**src/hw/rtl/lhpf_queue.sv**
```systemverilog
// Small register FIFO used for the command and response queues.
// Generic over payload width and depth; no package dependency.
`default_nettype none

module lhpf_queue #(
   parameter int WIDTH = 8,
   parameter int DEPTH = 4
) (
   input  logic                       clock,
   input  logic                       reset,
   input  logic                       push,
   input  logic [WIDTH-1:0]           push_data,
   output logic                       full,
   input  logic                       pop,
   output logic [WIDTH-1:0]           pop_data,
   output logic                       empty,
   output logic [$clog2(DEPTH+1)-1:0] count
);

   localparam int PtrW = (DEPTH > 1) ? $clog2(DEPTH) : 1;
   localparam int CntW = $clog2(DEPTH + 1);

   logic [WIDTH-1:0] entry_ff [DEPTH];
   logic [PtrW-1:0]  wr_ptr_ff, wr_ptr_in;
   logic [PtrW-1:0]  rd_ptr_ff, rd_ptr_in;
   logic [CntW-1:0]  count_ff, count_in;
   logic             do_push, do_pop;

   assign full     = (count_ff == CntW'(DEPTH));
   assign empty    = (count_ff == '0);
   assign count    = count_ff;
   assign pop_data = entry_ff[rd_ptr_ff];
   assign do_push  = push && !full;
   assign do_pop   = pop && !empty;

   always_comb begin
      wr_ptr_in = wr_ptr_ff;
      rd_ptr_in = rd_ptr_ff;
      count_in  = count_ff;
      if (do_push) begin
         wr_ptr_in = (wr_ptr_ff == PtrW'(DEPTH - 1)) ? '0 : wr_ptr_ff + 1'b1;
      end
      if (do_pop) begin
         rd_ptr_in = (rd_ptr_ff == PtrW'(DEPTH - 1)) ? '0 : rd_ptr_ff + 1'b1;
      end
      if (do_push && !do_pop) begin
         count_in = count_ff + 1'b1;
      end else if (do_pop && !do_push) begin
         count_in = count_ff - 1'b1;
      end
   end

   always_ff @(posedge clock) begin
      if (reset) begin
         wr_ptr_ff <= '0;
         rd_ptr_ff <= '0;
         count_ff  <= '0;
      end else begin
         wr_ptr_ff <= wr_ptr_in;
         rd_ptr_ff <= rd_ptr_in;
         count_ff  <= count_in;
      end
   end

   always_ff @(posedge clock) begin
      if (do_push) begin
         entry_ff[wr_ptr_ff] <= push_data;
      end
   end

endmodule

`default_nettype wire

```
**config.mk**
```make
export PLATFORM = sky130hd
export DESIGN_NAME = lhpf_queue
export DESIGN_NICKNAME = d
export VERILOG_FILES = /design/src/hw/rtl/lhpf_queue.sv
export SDC_FILE = /design/constraint.sdc
export NUM_CORES = 1
export LEC_CHECK = 0
export ABC_CLOCK_PERIOD_IN_PS = 4850
export BUFFER_PORTS_ARGS = -buffer_cell sky130_fd_sc_hd__buf_2
export CORE_MARGIN = 4
export CORE_UTILIZATION = 55
export DETAILED_ROUTE_END_ITERATION = 7
export PLACE_DENSITY = 0.79
export SLEW_MARGIN = 10
export SYNTH_ARGS = -nofsm -noshare
export SYNTH_HDL_FRONTEND = slang
export SYNTH_SLANG_ARGS = --single-unit
export TNS_END_PERCENT = 100
```
**constraint.sdc**
```tcl
create_clock -name clock -period 4.85 [get_ports clock]
set_input_delay 0.485 -clock clock [delete_from_list [all_inputs] [get_ports clock]]
set_output_delay 0.485 -clock clock [all_outputs]
set_load 0.02 [all_outputs]
```
==> run summary, run 1 <==
The flow ran to the end, and the final reports show no timing, DRC or antenna violations. The start point of the critical path is count[0]$_SDFFE_PP0P_. In the final routing, the length of wire on met1 measures 1050 um.

The clock latency of the later-clocked register in the worst-skew pair came out at 330 ps. The arrival time of the worst setup path is 2700 ps. The leakage power came out at 0.701 nW. In the finished design, the share of the clock period the worst path needs comes to 0.499. The congestion estimate from routability-driven global placement came to 0.844.

The highest clock rate came out at 413 MHz. The overall die height is 62.7 um. The post-synth net total is 111. The largest delay contributor family on the critical path is simple AND/OR/NAND/NOR gates. The number of standard cells after synthesis is 92. The synthesized area per cell came out at 17.9 um^2. The critical register-to-register path startpoint is count[0]$_SDFFE_PP0P_.

The post-cts repair resize count came out at 0. The maximum vdd ir drop is 0.271 mV. The worst min-delay path startpoint is push_data[1].

Signal routing reaches up to met4. The power density normalized to cell area is 499 nW/um^2. Summed over all failing endpoints, the final setup total negative slack is 0 ps. The layout-stage area growth over the synthesis result is 12.5%. Data on the critical path is required at its endpoint by 5130 ps. The die is 62.7 um wide. The detail-routed via count per cell came out at 5.63. Setup repair after global routing left no endpoint under its margin. Setup violations remaining at the end of the flow were counted as 0. After global routing the overflow that remains totals 0.

The floorplan step defined a core boundary enclosing 2810 um^2. The worst pin sits at a relative slew slack of 0.653. The cell area that synthesis handed to floorplanning was 1650 um^2. The flop and latch count out of synthesis came out at 41. The routed length on met3 came out at 131 um. The min-delay analysis places its worst path in the category primary input to flip-flop. Across every metal layer, demand over resource in global routing totals 0.142. Final hold analysis gives a worst-case slack of 348 ps.

The initial antenna violation count is 0. The maximum clock insertion buffer count is 2. The initial cell density of the core came out at 0.587.

On the critical path, the stage with the largest delay is an instance of dfxtp_1. The share of synthesized area in the top cell type comes to 0.584. The first global-routing pass estimated 4170 um of wire. The number of antenna cells inserted is 0.

TritonCTS built the clock tree. The number of max-cap violations is 0. The slew at the pin closest to its max-slew limit is 520 ps. The time the worst path needs with I/O delays and setup is 2420 ps.

The met2 wire length came out at 1190 um. The hold buffer count at CTS came out at 0. The via count is 850.

During synthesis, Yosys emitted a total of 0 warnings. The largest fanout of any net on the critical path is 7. The clock root buffer is clkbuf_4. During placement, the flow inserted port buffers numbering 24. Between clock sinks in the finished design, the worst skew comes to 10.8 ps. The endpoint class of the critical path is a flip-flop. The die footprint is 3930 um^2. Traced cell by cell, the critical path runs through or3b_1, clkinv_4, nor2_2, ha_1, inv_1, fa_1, xor2_1, or3_2, a21oi_1. Sorting the synthesized cells by area gives the leading types as edfxtp_1 58%, dfxtp_1 11%, mux4_2 11%. CTS built an H-tree with a depth of 2.

The startpoint kind of the worst setup timing path is a flip-flop. 25 I/O pins were placed. Entering global routing, the biggest net connects 14 pins. After clock tree synthesis, the clock-pin slew on the worst setup and hold paths is 120 ps. The total DRC errors in the routed layout is 0. The via count of the first global-routing pass is 884.

The dominant cell type by area after synthesis is edfxtp_1. The overall routed net length is 2420 um. After synthesis, the netlist uses 26 different library cells. The first-iteration detailed-routing DRC count is 35. TritonCTS created 5 clock buffers. The post-route antenna net violation count came out at 0. The post-CTS setup-driven buffer insertion count came out at 0. The path type of the worst setup path is flip-flop to flip-flop.

Before antenna repair, the detailed router went through 4 iterations. The max-slew violation count came out at 0. The highest cell delay on the worst timing path came out at 480 ps.

The final count of hold timing violations is 0. The sequential cell area fraction in the yosys report is 0.694. The placement row count came out at 19. Counting both buffers and inverters, the worst setup path holds a total of 2. The final core utilization came out at 0.660. The number of nets in the layout is 138. The number of sinks driven by the clock tree is 41. After detailed routing, the average wire length per cell comes to 16.0 um. The layout cell share with drive strength beyond 1 came out at 0.400.
-- routing by layer --
| metal | vias up | GRT usage |
|---|---|---|
| met2 | 21 | 0.214 |
| met4 | 0 | 0.0744 |
| met1 | 413 | 0.183 |
| li1 | 408 | - |
| met3 | 8 | 0.0432 |
| met5 | - | 0 |
-- cells by family (layout without fill, tap and decap cells) --
family | count (synthesis) | count (layout) | synth area share
flops | 41 | 41 | 0.694
simple gates | 16 | 16 | 0.0570
compound gates | 7 | 7 | 0.0304
fa+ha+maj | 7 | 7 | 0.0578
xor+xnor | 2 | 2 | 0.0106
buf+inv | 9 | 37 | 0.0289
mux | 10 | 10 | 0.122
-- cell usage after synthesis --
cell type,n
edfxtp_1,32
dfxtp_1,9
mux4_2,8
ha_1,6
and3_2,4
inv_1,4
a21oi_1,3
nor2_1,3
mux2i_1,2
nand3_1,2
nor3_1,2
o31ai_2,2
xor2_1,2
buf_1,1
buf_2,1
buf_6,1
clkbuf_1,1
clkinv_4,1
fa_1,1
nand2_1,1
nor2_2,1
o21ai_0,1
o21ai_1,1
or3_1,1
or3_2,1
or3b_1,1
-- layout make-up --
| type | count | area (um^2) |
|---|---|---|
| Clock inverter | 1 | 5.00 |
| Multi-Input combinational cell | 42 | 457 |
| Timing Repair Buffer | 24 | 120 |
| Sequential cell | 41 | 1140 |
| Inverter | 5 | 23.8 |
| Clock buffer | 7 | 66.3 |
| Fill cell | 198 | 953 |
| Tap cell | 31 | 38.8 |
-- report_power, final --
group	internal (mW)	leakage [nW]	switching, mW
clock network	0.0875	0.0404	0.0998
registers	0.428	0.367	0.0436
logic	0.119	0.294	0.145
-- worst paths after layout --
kind	to	slack (ps)	cells after the start
setup / recovery	count[2]$_SDFFE_PP0P_	2430	9
hold / removal	entry_ff[1][1]$_DFFE_PP_	350	1
setup reg to reg	count[2]$_SDFFE_PP0P_	2430	9
hold reg to reg	rd_ptr_ff[0]$_SDFFE_PP0P_	520	2
-- layout by cell type (no fill, tap or decap) --
cell type / instances
or3_1: 1
fa_1: 1
xor2_1: 2
o21ai_1: 1
and3_2: 4
o21ai_0: 1
buf_2: 24
nand2_1: 1
nand3_1: 2
clkinv_4: 1
or3b_1: 1
clkbuf_16: 1
o31ai_2: 2
nor3_1: 2
nor2_1: 3
inv_1: 4
edfxtp_1: 32
dfxtp_1: 9
clkinv_2: 1
mux4_2: 8
a21oi_1: 3
clkbuf_1: 1
nor2_2: 1
or3_2: 1
ha_1: 6
clkbuf_4: 5
mux2i_1: 2
-- metrics by stage --
| step | cell area (um^2) | instances | setup slack [ps] | power (mW) |
|---|---|---|---|---|
| after detailed placement | 1780 | 143 | 2460 | 0.750 |
| after CTS | 1850 | 151 | 2440 | 0.935 |
| after global routing | 1850 | 151 | 2250 | 0.982 |
| after global placement | 1780 | 143 | 2560 | 0.738 |
| final | 1850 | 151 | 2430 | 0.924 |
| after floorplan | 1650 | 92 | 2500 | 0.674 |
-- registers in the layout (all words and copies together), names as in the netlist, named ones only --
name and flops:
wr_ptr_ff 2, entry_ff 32, rd_ptr_ff 2, count 3
Power figures use the tool's default switching activity.
==> run 2, diff against run 1 <==
- ABC_CLOCK_PERIOD_IN_PS: 4850 -> 2300
- clock period: 4.85 -> 2.3 ns (I/O delays scaled with it)
==> run 2 against run 1 <==
Total power up 120%. Count of clock-buffer cells in the layout down 2. Clock power up 140%. Critical path depth unchanged. Combinational power up 120%. Clock skew down 3.5 ps. Die area unchanged. Flip-flop and latch count unchanged. Largest power group unchanged. Hold slack worse by 250 ps. Largest cell class unchanged. Fmax up 11%. Worst setup slack worse by 2300 ps.
==> run summary, run 2 (synthesis results as in run 1) <==
The final core utilization was 0.673 (+0.0129). The sum of internal, switching and leakage power is 2.03 mW (+120%). The pin count of the biggest net entering global routing came out at 14 (unchanged). The number of antenna cells inserted came out at 0 (unchanged).

The largest register by flop count is entry_ff. The routability congestion estimate from global placement was 0.727 (-14%). The number of buffer cells added on primary ports is 24 (unchanged). The leakage power is 0.711 nW (+1.4%). The final count of hold timing violations is 0 (unchanged). The maximum vdd ir drop came out at 0.758 mV (+180%). The setup slack of the most critical reg-to-reg path was 130 ps (-2300 ps). The wire length of the first global-routing pass is 4260 um (+2.2%). The total global routing overflow came out at 0 (unchanged). The number of levels the H-tree was split into came out at 2 (unchanged). The layout-stage area growth over the synthesis result is 14.8%.

The total DRC errors in the routed layout came out at 0 (unchanged). The type of the tightest min-delay check is primary input to flip-flop. The startpoint kind of the worst setup timing path is a flip-flop. The first-iteration detailed-routing DRC count came out at 27 (-23%). In the layout the commonest cells are 32 x edfxtp_1, 24 x buf_2, 8 x mux4_2. The via count of the first global-routing pass is 879 (-0.57%).

The clock skew was 7.29 ps (-3.48 ps). The post-cts repair resize count is 0 (unchanged). The highest clock rate is 460 MHz (+11%).

The required time of the critical path is 2570 ps (-2560 ps). The number of sinks driven by the clock tree came out at 41 (unchanged). The largest fanout of any net on the critical path was 6 (-1). The routed wirelength normalized by instance count came to 16.5 um (+3.0%). The number of max-cap violations is 0 (unchanged).

The endpoint class of the critical path is a flip-flop. The time the worst path needs with I/O delays and setup is 2170 ps (-247 ps). The relative max-transition margin is 0.634 (-0.0184).

The clock latency of the later-clocked register in the worst-skew pair is 340 ps (about the same). The clock buffer count from CTS came out at 5 (unchanged). The flip-flop count of the largest register after layout came out at 32 (unchanged). The power density normalized to cell area came out at 1070 nW/um^2 (+120%). The flow ran to the end, and the final reports show no timing, DRC or antenna violations. The initial antenna violation count is 0 (unchanged). The hold buffer count at CTS is 0 (unchanged). The worst hold slack across all endpoints came to 103 ps (-245 ps). The detailed-placement wirelength estimate came out at 1830 um. The post-CTS setup-driven buffer insertion count is 0 (unchanged). The total negative slack for setup checks came out at 0 ps (unchanged). The die footprint came to 3930 um^2 (unchanged). The max-slew violation count came out at 0 (unchanged). The overall routed net length is 2530 um (+4.3%). The count of TritonRoute iterations in the first routing pass came out at 4 (unchanged). Setup repair after global routing left no endpoint under its margin. The via count is 850 (unchanged).

The total track usage came out at 0.145 (+0.00301). The cell area after placement is 1800 um^2 (+0.98%). The overall die height came out at 62.7 um (unchanged).

TritonCTS built the clock tree. The layout cell share with drive strength beyond 1 was 0.451 (+0.0508). The placement row count was 19 (unchanged). The maximum clock insertion buffer count is 2 (unchanged). The clock slew at the register clock pins of the worst setup and hold paths came out at 120 ps (about the same).

The initial cell density of the core is 0.587 (unchanged). The slew at the pin closest to its max-slew limit came out at 548 ps (+27.5 ps). The library cell used most frequently in the layout, excluding fill and tap cells, is edfxtp_1. The I/O pin count came out at 25 (unchanged). The number of endpoints failing setup at the final stage is 0 (unchanged).

The placeable core region is 2810 um^2 (unchanged). The fill cell instance count of the final layout is 199 (+0.51%). The clock root buffer is clkbuf_4. The finished layout cell area came out at 1890 um^2 (+2.0%). The horizontal extent of the die came to 62.7 um (unchanged).

The arrival time of the worst setup path came out at 2440 ps (-260 ps). The final cycle utilization of the critical path is 0.945 (+0.446). The post-route antenna net violation count is 0 (unchanged). The critical path in this run is classified as flip-flop to flip-flop.

The detail-routed via count per cell is 5.56 (-1.3%). The number of nets in the layout came out at 140 (+1.4%).
## run 2: worst paths after layout
| path | endpoint | startpoint | cells past startpoint |
|---|---|---|---|
| max reg2reg | count[2]$_SDFFE_PP0P_ | count[2]$_SDFFE_PP0P_ | 9 |
| max | count[2]$_SDFFE_PP0P_ | count[2]$_SDFFE_PP0P_ | 9 |
| min | entry_ff[1][1]$_DFFE_PP_ | push_data[1] | 1 |
| min reg2reg | count[2]$_SDFFE_PP0P_ | count[2]$_SDFFE_PP0P_ | 2 |
## run 2: through the flow
stage	setup slack, ps	instances
6_report	127	153
5_1_grt	23.0	153
4_1_cts	44.1	153
3_5_place_dp	66.0	145
3_3_place_gp	183	145
2_1_floorplan	71.2	92
## run 2: worst max-delay path: stages, from the launching register on
cell and delay (ps):
dfxtp_2 360, or3b_4 250, clkinv_4 60, nor2_4 100, ha_2 190, inv_1 60, fa_1 380, xor2_1 160
or3_2 400, a21oi_1 150
## run 2: metal layers
layer	global-route usage	share of wire
met3	0.0414	0.042
met1	0.172	0.44
met4	0.0579	0.019
met2	0.246	0.50
met5	0	0
## run 2: cell type report
cell class              instances  area, um^2  share of cell area
repair buffers                 26         135              0.0716
well taps                      31        38.8              0.0205
multi-input cells              42         467               0.247
flip-flops and latches         41        1140               0.606
inverters                       5        23.8              0.0126
clock buffers                   5        37.5              0.0199
clock inverters                 3        41.3              0.0219
## run 2: where the power goes
group / internal (mW) / switching (mW) / leakage (nW)
clock: 0.225 / 0.218 / 0.0389
combinational: 0.274 / 0.310 / 0.304
sequential: 0.907 / 0.0941 / 0.368
