[src/hw/rtl/lhpf_pkg.sv]
// Shared types and constants for the lane histogram peak finder.
// Used by the front, back and top modules; depends on nothing.
`default_nettype none

package lhpf_pkg;

   // Field widths
   localparam int PIX_W    = 1;
   localparam int COL_W    = 9;
   localparam int ROW_W    = 8;
   localparam int FWID_W   = 10;
   localparam int RHGT_W   = 9;
   localparam int LEND_W   = 10;
   localparam int CERR_W   = 10;
   localparam int CSR_IDX_W  = 3;
   localparam int CSR_DATA_W = 10;

   // Wide scratch width for compares against the size parameters (up to 8191)
   localparam int WIDE_W = 13;

   // Saturation limit of a column count
   localparam logic [COL_W-1:0] COUNT_MAX = 9'd511;

   // Queue sizes
   localparam int CMD_DEPTH = 4;
   localparam int RSP_DEPTH = 4;
   localparam int RSP_CNT_W = $clog2(RSP_DEPTH + 1);

   // Register reset values
   localparam logic [FWID_W-1:0] FRAME_WIDTH_RESET = 10'd360;
   localparam logic [ROW_W-1:0]  ROI_TOP_RESET     = 8'd140;
   localparam logic [RHGT_W-1:0] ROI_HEIGHT_RESET  = 9'd100;
   localparam logic [LEND_W-1:0] LEFT_END_RESET    = 10'd135;
   localparam logic [COL_W-1:0]  RIGHT_START_RESET = 9'd225;
   localparam logic [COL_W-1:0]  CENTER_REF_RESET  = 9'd183;

   typedef enum logic [CSR_IDX_W-1:0] {
      CSR_FRAME_WIDTH = 3'd0,
      CSR_ROI_TOP     = 3'd1,
      CSR_ROI_HEIGHT  = 3'd2,
      CSR_LEFT_END    = 3'd3,
      CSR_RIGHT_START = 3'd4,
      CSR_CENTER_REF  = 3'd5
   } csr_index_type;

   typedef struct packed {
      logic [FWID_W-1:0] frame_width;
      logic [ROW_W-1:0]  roi_top;
      logic [RHGT_W-1:0] roi_height;
      logic [LEND_W-1:0] left_end;
      logic [COL_W-1:0]  right_start;
      logic [COL_W-1:0]  center_ref;
   } cfg_type;

   // Classified in-band pixel, front to back
   typedef struct packed {
      logic             pix;
      logic [COL_W-1:0] col;
      logic             first_row;
      logic             last_row;
      logic             last_pix;
      logic             in_left;
      logic             in_right;
   } cmd_type;

   typedef struct packed {
      logic [COL_W-1:0]  left_position;
      logic [COL_W-1:0]  right_position;
      logic [COL_W-1:0]  lane_center;
      logic [CERR_W-1:0] center_error;
   } rsp_type;

endpackage

`default_nettype wire

[src/hw/rtl/lhpf_front.sv]
// Front end: accepts pixel requests, drops those outside the band or frame
// and tags the rest for the back end. Depends on lhpf_pkg.
`default_nettype none

module lhpf_front #(
   parameter int MAX_WIDTH  = 512,
   parameter int MAX_HEIGHT = 256
) (
   input  logic                            req_push,
   input  logic                            cmd_full,
   input  logic [lhpf_pkg::PIX_W-1:0]      req_pixel_on,
   input  logic [lhpf_pkg::COL_W-1:0]      req_column,
   input  logic [lhpf_pkg::ROW_W-1:0]      req_row,
   input  lhpf_pkg::cfg_type               cfg,
   output logic                            cmd_push,
   output lhpf_pkg::cmd_type               cmd
);

   localparam int W = lhpf_pkg::WIDE_W;
   localparam logic [W-1:0] MaxW = W'(MAX_WIDTH);
   localparam logic [W-1:0] MaxH = W'(MAX_HEIGHT);

   logic [W-1:0]                   width_eff, height_eff;
   logic [W-1:0]                   col_wide, off_wide;
   logic [lhpf_pkg::ROW_W-1:0]     off;
   logic                           in_frame, in_band, last_row;

   always_comb begin
      width_eff  = ({3'b0, cfg.frame_width} > MaxW) ? MaxW : {3'b0, cfg.frame_width};
      height_eff = ({4'b0, cfg.roi_height} > MaxH) ? MaxH : {4'b0, cfg.roi_height};
      col_wide   = {4'b0, req_column};
      off        = req_row - cfg.roi_top;
      off_wide   = {5'b0, off};
      // col < width also keeps the column inside the count memory
      in_frame   = (col_wide < width_eff);
      in_band    = (req_row >= cfg.roi_top) && (off_wide < height_eff);
      last_row   = (off_wide == height_eff - 1'b1);

      cmd.pix       = req_pixel_on[0];
      cmd.col       = req_column;
      cmd.first_row = (off == '0);
      cmd.last_row  = last_row;
      cmd.last_pix  = last_row && (col_wide == width_eff - 1'b1);
      cmd.in_left   = ({1'b0, req_column} < cfg.left_end);
      cmd.in_right  = (req_column >= cfg.right_start);
   end

   assign cmd_push = req_push && !cmd_full && in_frame && in_band;

endmodule

`default_nettype wire

[config.mk]
export PLATFORM = sky130hd
export DESIGN_NAME = lhpf_front
export DESIGN_NICKNAME = d
export VERILOG_FILES = /design/src/hw/rtl/lhpf_pkg.sv /design/src/hw/rtl/lhpf_front.sv
export SDC_FILE = /design/constraint.sdc
export NUM_CORES = 1
export LEC_CHECK = 0
export BUFFER_PORTS_ARGS = -buffer_cell sky130_fd_sc_hd__buf_2
export CORE_MARGIN = 1
export CORE_UTILIZATION = 55
export DETAILED_ROUTE_END_ITERATION = 12
export PLACE_DENSITY = 0.91
export SLEW_MARGIN = 10
export SYNTH_ARGS = -nofsm -noshare
export SYNTH_HDL_FRONTEND = slang
export SYNTH_SLANG_ARGS = --single-unit
[constraint.sdc]
create_clock -name vclk -period 10.15
set_clock_uncertainty 0.15 [all_clocks]
set_input_delay 3.045 -clock vclk [all_inputs]
set_output_delay 3.045 -clock vclk [all_outputs]
set_load 0.02 [all_outputs]
==> results of run 1 <==
-- synthesized netlist by cell type, drive strengths merged (6+ instances only) --
cell type and count:
a21oi 16, buf 13, nor3 9, o21ai 18
inv 33, nor2 22, ha 44, nand2 29
xnor2 10, nor4 6, a21o 9, xor2 7
-- power groups by stage --
stage	Clock (W)	Sequential (W)	Combinational [W]
after floorplan	0	0	0.0000918
after global placement	0	0	0.000123
after detailed placement	0	0	0.000128
after CTS	0	0	0.000130
after global routing	0	0	0.000148
final	0	0	0.000130
-- critical path: stages --
cell and delay, ns:
buf_2 0.09, inv_1 0.05, ha_1 0.16, inv_1 0.06, fa_1 0.40, a211oi_1 0.35
o21bai_1 0.12, a21oi_1 0.23, xnor2_1 0.26, ha_1 0.31, o211ai_1 0.19, a21oi_1 0.07
nor4_1 0.31, buf_2 0.23
-- through the flow --
stage	worst slack (ns)	area [sq um]	power, W	hold slack [ns]	cells
after floorplan	1.36	2030	0.0000918	6.05	286
after global placement	1.24	2380	0.000123	5.94	395
after detailed placement	1.15	2380	0.000128	5.94	395
after CTS	1.13	2380	0.000130	5.94	395
after global routing	0.937	2380	0.000148	5.94	395
final	1.08	2380	0.000130	5.94	395
-- kinds of logic (layout without fill, tap and decap cells) --
family / after synthesis / count (layout) / share of synthesized area, %
mux: 5 / 5 / 2.53
xor+xnor: 20 / 20 / 10.7
compound gates: 69 / 69 / 21.8
buf+inv: 51 / 114 / 12.0
simple gates: 96 / 96 / 24.9
fa+ha+maj: 45 / 45 / 28.1
-- placed cells by master, fill, tap and decap left out, types with 2 or more instances in the layout --
cell type / Yosys / final
nand2b_1: 5 / 5
o211ai_1: 3 / 3
a21o_1: 9 / 9
o2111ai_1: 2 / 2
nand3_1: 4 / 4
a31oi_1: 4 / 4
or4_1: 2 / 2
nand2_1: 29 / 29
or4b_2: 2 / 2
nor4_1: 4 / 4
nor2_1: 22 / 22
xor2_1: 7 / 7
ha_1: 44 / 44
nor3_1: 9 / 9
o21ai_0: 18 / 18
a211oi_1: 5 / 5
mux2i_1: 4 / 4
xnor3_1: 2 / 2
or3_1: 3 / 3
a2bb2oi_1: 2 / 2
nand4_1: 3 / 3
buf_2: 1 / 80
inv_1: 33 / 33
a21oi_1: 16 / 16
nor2b_1: 4 / 4
xnor2_1: 10 / 10
o22ai_1: 2 / 2
nor4b_1: 2 / 2
-- how the worst min path moves through the flow --
stage | startpoint | endpoint | slack [ns]
3_5_place_dp | req_pixel_on | cmd[14] | 5.94
4_1_cts | req_pixel_on | cmd[14] | 5.94
3_3_place_gp | req_pixel_on | cmd[14] | 5.94
5_1_grt | req_pixel_on | cmd[14] | 5.94
6_report | req_pixel_on | cmd[14] | 5.94
2_1_floorplan | req_column[5] | cmd[10] | 6.05
-- area by class of cell --
type	count	share of cell area, %
inverter	33	5.21
multi-input combinational	235	75.2
tap	46	2.42
timing repair buffer	81	17.2
-- metal layers --
metal / vias up / part of all wire [%] / track usage, %
met2: 69 / 47 / 43.2
met5: - / 0 / 0
met1: 1010 / 47 / 33.6
met3: 6 / 5.3 / 1.46
li1: 1145 / - / -
met4: 0 / 0.65 / 3.78
==> results by group, run 1 <==
Global routing
  – GRT Overall Usage: 24.7%
  – Initial antenna violation count: 0
  – First-pass GRT wire length: 8360 um
  – Pin count of the biggest net entering global routing: 16
  – Vias in the first global route: 2045
  – Total global routing overflow: 0

Final layout
  – # nets final: 471
  – Area delta synth->final: 17.1%
  – Seq Cell Count: 0
  – Layout cells sized above 1: 25.8%
  – Fillers: 293
  – Sequential Area: 0 sq um
  – Clock buffer cells: 0
  – Final cell utilization of the core: 69.0%
  – # diodes: 0
  – Area of the multi-input gates: 1790 sq um

Pwr
  – Sw frac: 53.5%
  – Cell internal pwr: 0.0000606 W
  – Reg power frac: 0%
  – Pwr per Cell Area: 54.8 nW/um^2
  – Pleak: 1.29 nW
  – VDD IR max: 39.4 uV
  – Gate power share: 100.0%
  – Sw Pwr: 0.0000697 W
  – Clock share of power: 0%

Worst setup path
  – WP data arrival: 5.88 ns
  – Crit path from: req_row[0]
  – Critical path class: input port to output pin
  – CP endpoint kind: output pin
  – Setup crit end: cmd_push
  – Max FO, Critical Path: 3
  – WP data required: 6.96 ns
  – Crit start category: input port

Floorplan
  – Row count: 21
  – Io pins: 91
  – Core footprint: 3440 sq um
  – Initial Utilization: 59.0%
  – Die X: 62.7 um
  – Die Height: 62.7 um
  – Die ar.: 3940 sq um

Timing
  – FMAX: 0.110 GHz
  – RSZ-0062 raised after global routing: no
  – Max Slew Vio Count: 0
  – Setup-failing EPs final: 0
  – Actual slew at the worst max-slew pin: 0.429 ns
  – Setup_tns: 0 ns
  – Minimum clock period: 9.07 ns
  – Period Utilization, post-route: 89.4%
  – Slew margin rel.: 71.0%
  – Final Hold Fails: 0

Hold path
  – Hold Path Class: input port to output pin
  – Hold depth: 0

Synth
  – Avg Cell Area, Syn: 7.10 sq um
  – Post-synthesis cell count: 286
  – Yosys warnings: 0
  – Yosys cell types: 50
  – Cell Area, Synth: 2030 sq um
  – Synth top area cells: ha_1 (27%), inv_1 (6.1%), nand2_1 (5.4%)
  – Seq/Total Area, Yosys: 0%
  – Area leader, netlist: ha_1
  – Synth top area share: 27.1%
  – Syn Nets: 406

Run status
  – Outcome: complete, no violations

Clock network
  – Post-CTS Resized: 0
  – Post-CTS setup repair buffer count: 0
  – CTS Hold Buffers Added: 0

Placed design
  – Port Buffers: 80
  – Post-DP HPWL: 4110 um
  – GPL Wtd Cong: 0.845

Drt
  – Post-route ant nets: 0
  – Routed len/inst: 12.1 um
  – Vias: 2230
  – Pre-antenna DRT Iters: 4
  – WL final: 4790 um
  – # DRC: 0
  – Via/cell ratio: 5.65
  – Initial drt markers: 104

Job
  – Max-cap violation count: 0
(Power assumes the default switching activity.)
==> run 2, diff against run 1 <==
--- a/config.mk
+++ b/config.mk
@@ -9,7 +9,7 @@
 export CORE_MARGIN = 1
 export CORE_UTILIZATION = 55
 export DETAILED_ROUTE_END_ITERATION = 12
-export PLACE_DENSITY = 0.91
+export PLACE_DENSITY_LB_ADDON = 0.25
 export SLEW_MARGIN = 10
 export SYNTH_ARGS = -nofsm -noshare
 export SYNTH_HDL_FRONTEND = slang
==> results by group, run 2 (same netlist as run 1, synthesis figures left out) <==
Global routing
  – GRT Overall Usage: 24.1% (-0.58 points)
  – First-pass GRT wire length: 8070 um (-3.5%)
  – Vias in the first global route: 1897 (-7.2%)
  – Initial antenna violation count: 0 (unchanged)
  – Total global routing overflow: 0 (unchanged)
  – Pin count of the biggest net entering global routing: 16 (unchanged)

Floorplan
  – Io pins: 91 (unchanged)
  – Initial Utilization: 59.0% (unchanged)
  – Row count: 21 (unchanged)
  – Die ar.: 3940 sq um (unchanged)
  – Die X: 62.7 um (unchanged)
  – Die Height: 62.7 um (unchanged)
  – Core footprint: 3440 sq um (unchanged)

Timing
  – Minimum clock period: 8.90 ns (-0.171 ns)
  – Setup-failing EPs final: 0 (unchanged)
  – Final Hold Fails: 0 (unchanged)
  – Setup_tns: 0 ns (unchanged)
  – Period Utilization, post-route: 87.7% (-1.7 points)
  – RSZ-0062 raised after global routing: no
  – Max Slew Vio Count: 0 (unchanged)
  – Slew margin rel.: 36.8% (-34 points)
  – FMAX: 0.112 GHz (+1.9%)
  – Actual slew at the worst max-slew pin: 0.936 ns (+0.507 ns)

Final layout
  – Area delta synth->final: 16.7%
  – Most common cell after layout, fill and taps aside: buf_2
  – Most frequent cells in the layout: buf_2 (80), ha_1 (44), inv_1 (33)
  – # nets final: 470 (-0.21%)
  – Fillers: 330 (+13%)
  – Clock buffer cells: 0 (unchanged)
  – # diodes: 0 (unchanged)
  – Final Instance Area: 2370 sq um (-0.32%)
  – Seq Cell Count: 0 (unchanged)
  – Layout cells sized above 1: 25.6% (-0.21 points)
  – Sequential Area: 0 sq um (unchanged)
  – Final cell utilization of the core: 68.8% (-0.22 points)
  – Area of the multi-input gates: 1790 sq um (unchanged)

Worst setup path
  – Crit-path slowest cell: o311ai_0
  – CP cell instances: buf_2, inv_1, ha_1, nor2b_1, o2111ai_1, and2_0, o311ai_0, ha_1, o211ai_1, a21oi_1, nor4_1, buf_2
  – Max FO, Critical Path: 3 (unchanged)
  – Crit start category: input port
  – WP data arrival: 5.70 ns (-0.18 ns)
  – Max stage delay on crit path: 0.81 ns (+0.41 ns)
  – Critical path class: input port to output pin
  – WP data required: 6.96 ns (about the same)
  – CP endpoint kind: output pin

Pwr
  – Pwr per Cell Area: 53.6 nW/um^2 (-2.3%)
  – Pleak: 1.29 nW (-0.36%)
  – Cell internal pwr: 0.0000594 W (-2.0%)
  – Gate power share: 100.0% (about the same)
  – Sw frac: 53.2% (-0.25 points)
  – Reg power frac: 0% (unchanged)
  – Clock share of power: 0% (unchanged)
  – VDD IR max: 23.0 uV (-42%)
  – Sw Pwr: 0.0000676 W (-3.0%)

Drt
  – Post-route ant nets: 0 (unchanged)
  – WL final: 4560 um (-4.8%)
  – Vias: 2169 (-2.7%)
  – Initial drt markers: 83 (-20%)
  – Pre-antenna DRT Iters: 4 (unchanged)
  – Routed len/inst: 11.6 um (-4.6%)
  – # DRC: 0 (unchanged)
  – Via/cell ratio: 5.51 (-2.5%)

Clock network
  – Post-CTS Resized: 0 (unchanged)
  – Post-CTS setup repair buffer count: 0 (unchanged)
  – CTS Hold Buffers Added: 0 (unchanged)

Run status
  – Outcome: complete, no violations

Placed design
  – Post-placement cell area: 2370 sq um (-0.32%)
  – GPL Wtd Cong: 0.849 (+0.49%)
  – Post-DP HPWL: 3920 um (-4.4%)
  – Port Buffers: 80 (unchanged)

Job
  – Max-cap violation count: 0 (unchanged)

Hold path
  – Hold Path Class: input port to output pin
[run 2: cell types whose count changed in the layout (fill, tap and decap cells not counted), sizes merged]
cell,previous run,this run
buf,81,80
[run 2: area by class of cell]
| cell class | instances | share of cell area [%] |
|---|---|---|
| Multi-Input combinational cell | 235 | 75.4 |
| Tap cell | 46 | 2.43 |
| Inverter | 33 | 5.23 |
| Timing Repair Buffer | 80 | 16.9 |
[run 2: worst max-delay path, delay by kind of cell]
kind / cells / cell delay [ns]
compound gates: 4 / 1.13
simple gates: 3 / 0.54
buf+inv: 3 / 0.34
fa+ha+maj: 2 / 0.65
[run 2: layer usage]
metal	routed length, um	global-route usage [%]	share of wire (%)	vias to the layer above
li1	-	-	-	1144
met1	2350	36.4	52	966
met2	1980	38.5	44	57
met3	206	0.912	4.5	2
met4	14	2.91	0.31	0
met5	0	0	0	-
[run 2: power groups by stage]
stage,Combinational (W),Sequential [W],Clock [W]
finish,0.000127,0,0
global route,0.000146,0,0
CTS,0.000127,0,0
detailed placement,0.000126,0,0
global placement,0.000123,0,0
floorplan,0.0000918,0,0
[run 2: path summary, 6_finish.rpt]
path | start | cells after the start | endpoint | slack (ns)
min | req_pixel_on | 0 | cmd[14] | 5.94
max | cfg[38] | 12 | cmd_push | 1.25
[run 2: stage by stage]
| step | cells | setup WS [ns] | power, W | hold WS [ns] |
|---|---|---|---|---|
| finish | 394 | 1.25 | 0.000127 | 5.94 |
| global route | 394 | 0.990 | 0.000146 | 5.94 |
| CTS | 394 | 1.26 | 0.000127 | 5.94 |
| detailed placement | 394 | 1.26 | 0.000126 | 5.94 |
| global placement | 394 | 1.29 | 0.000123 | 5.94 |
| floorplan | 286 | 1.36 | 0.0000918 | 6.05 |
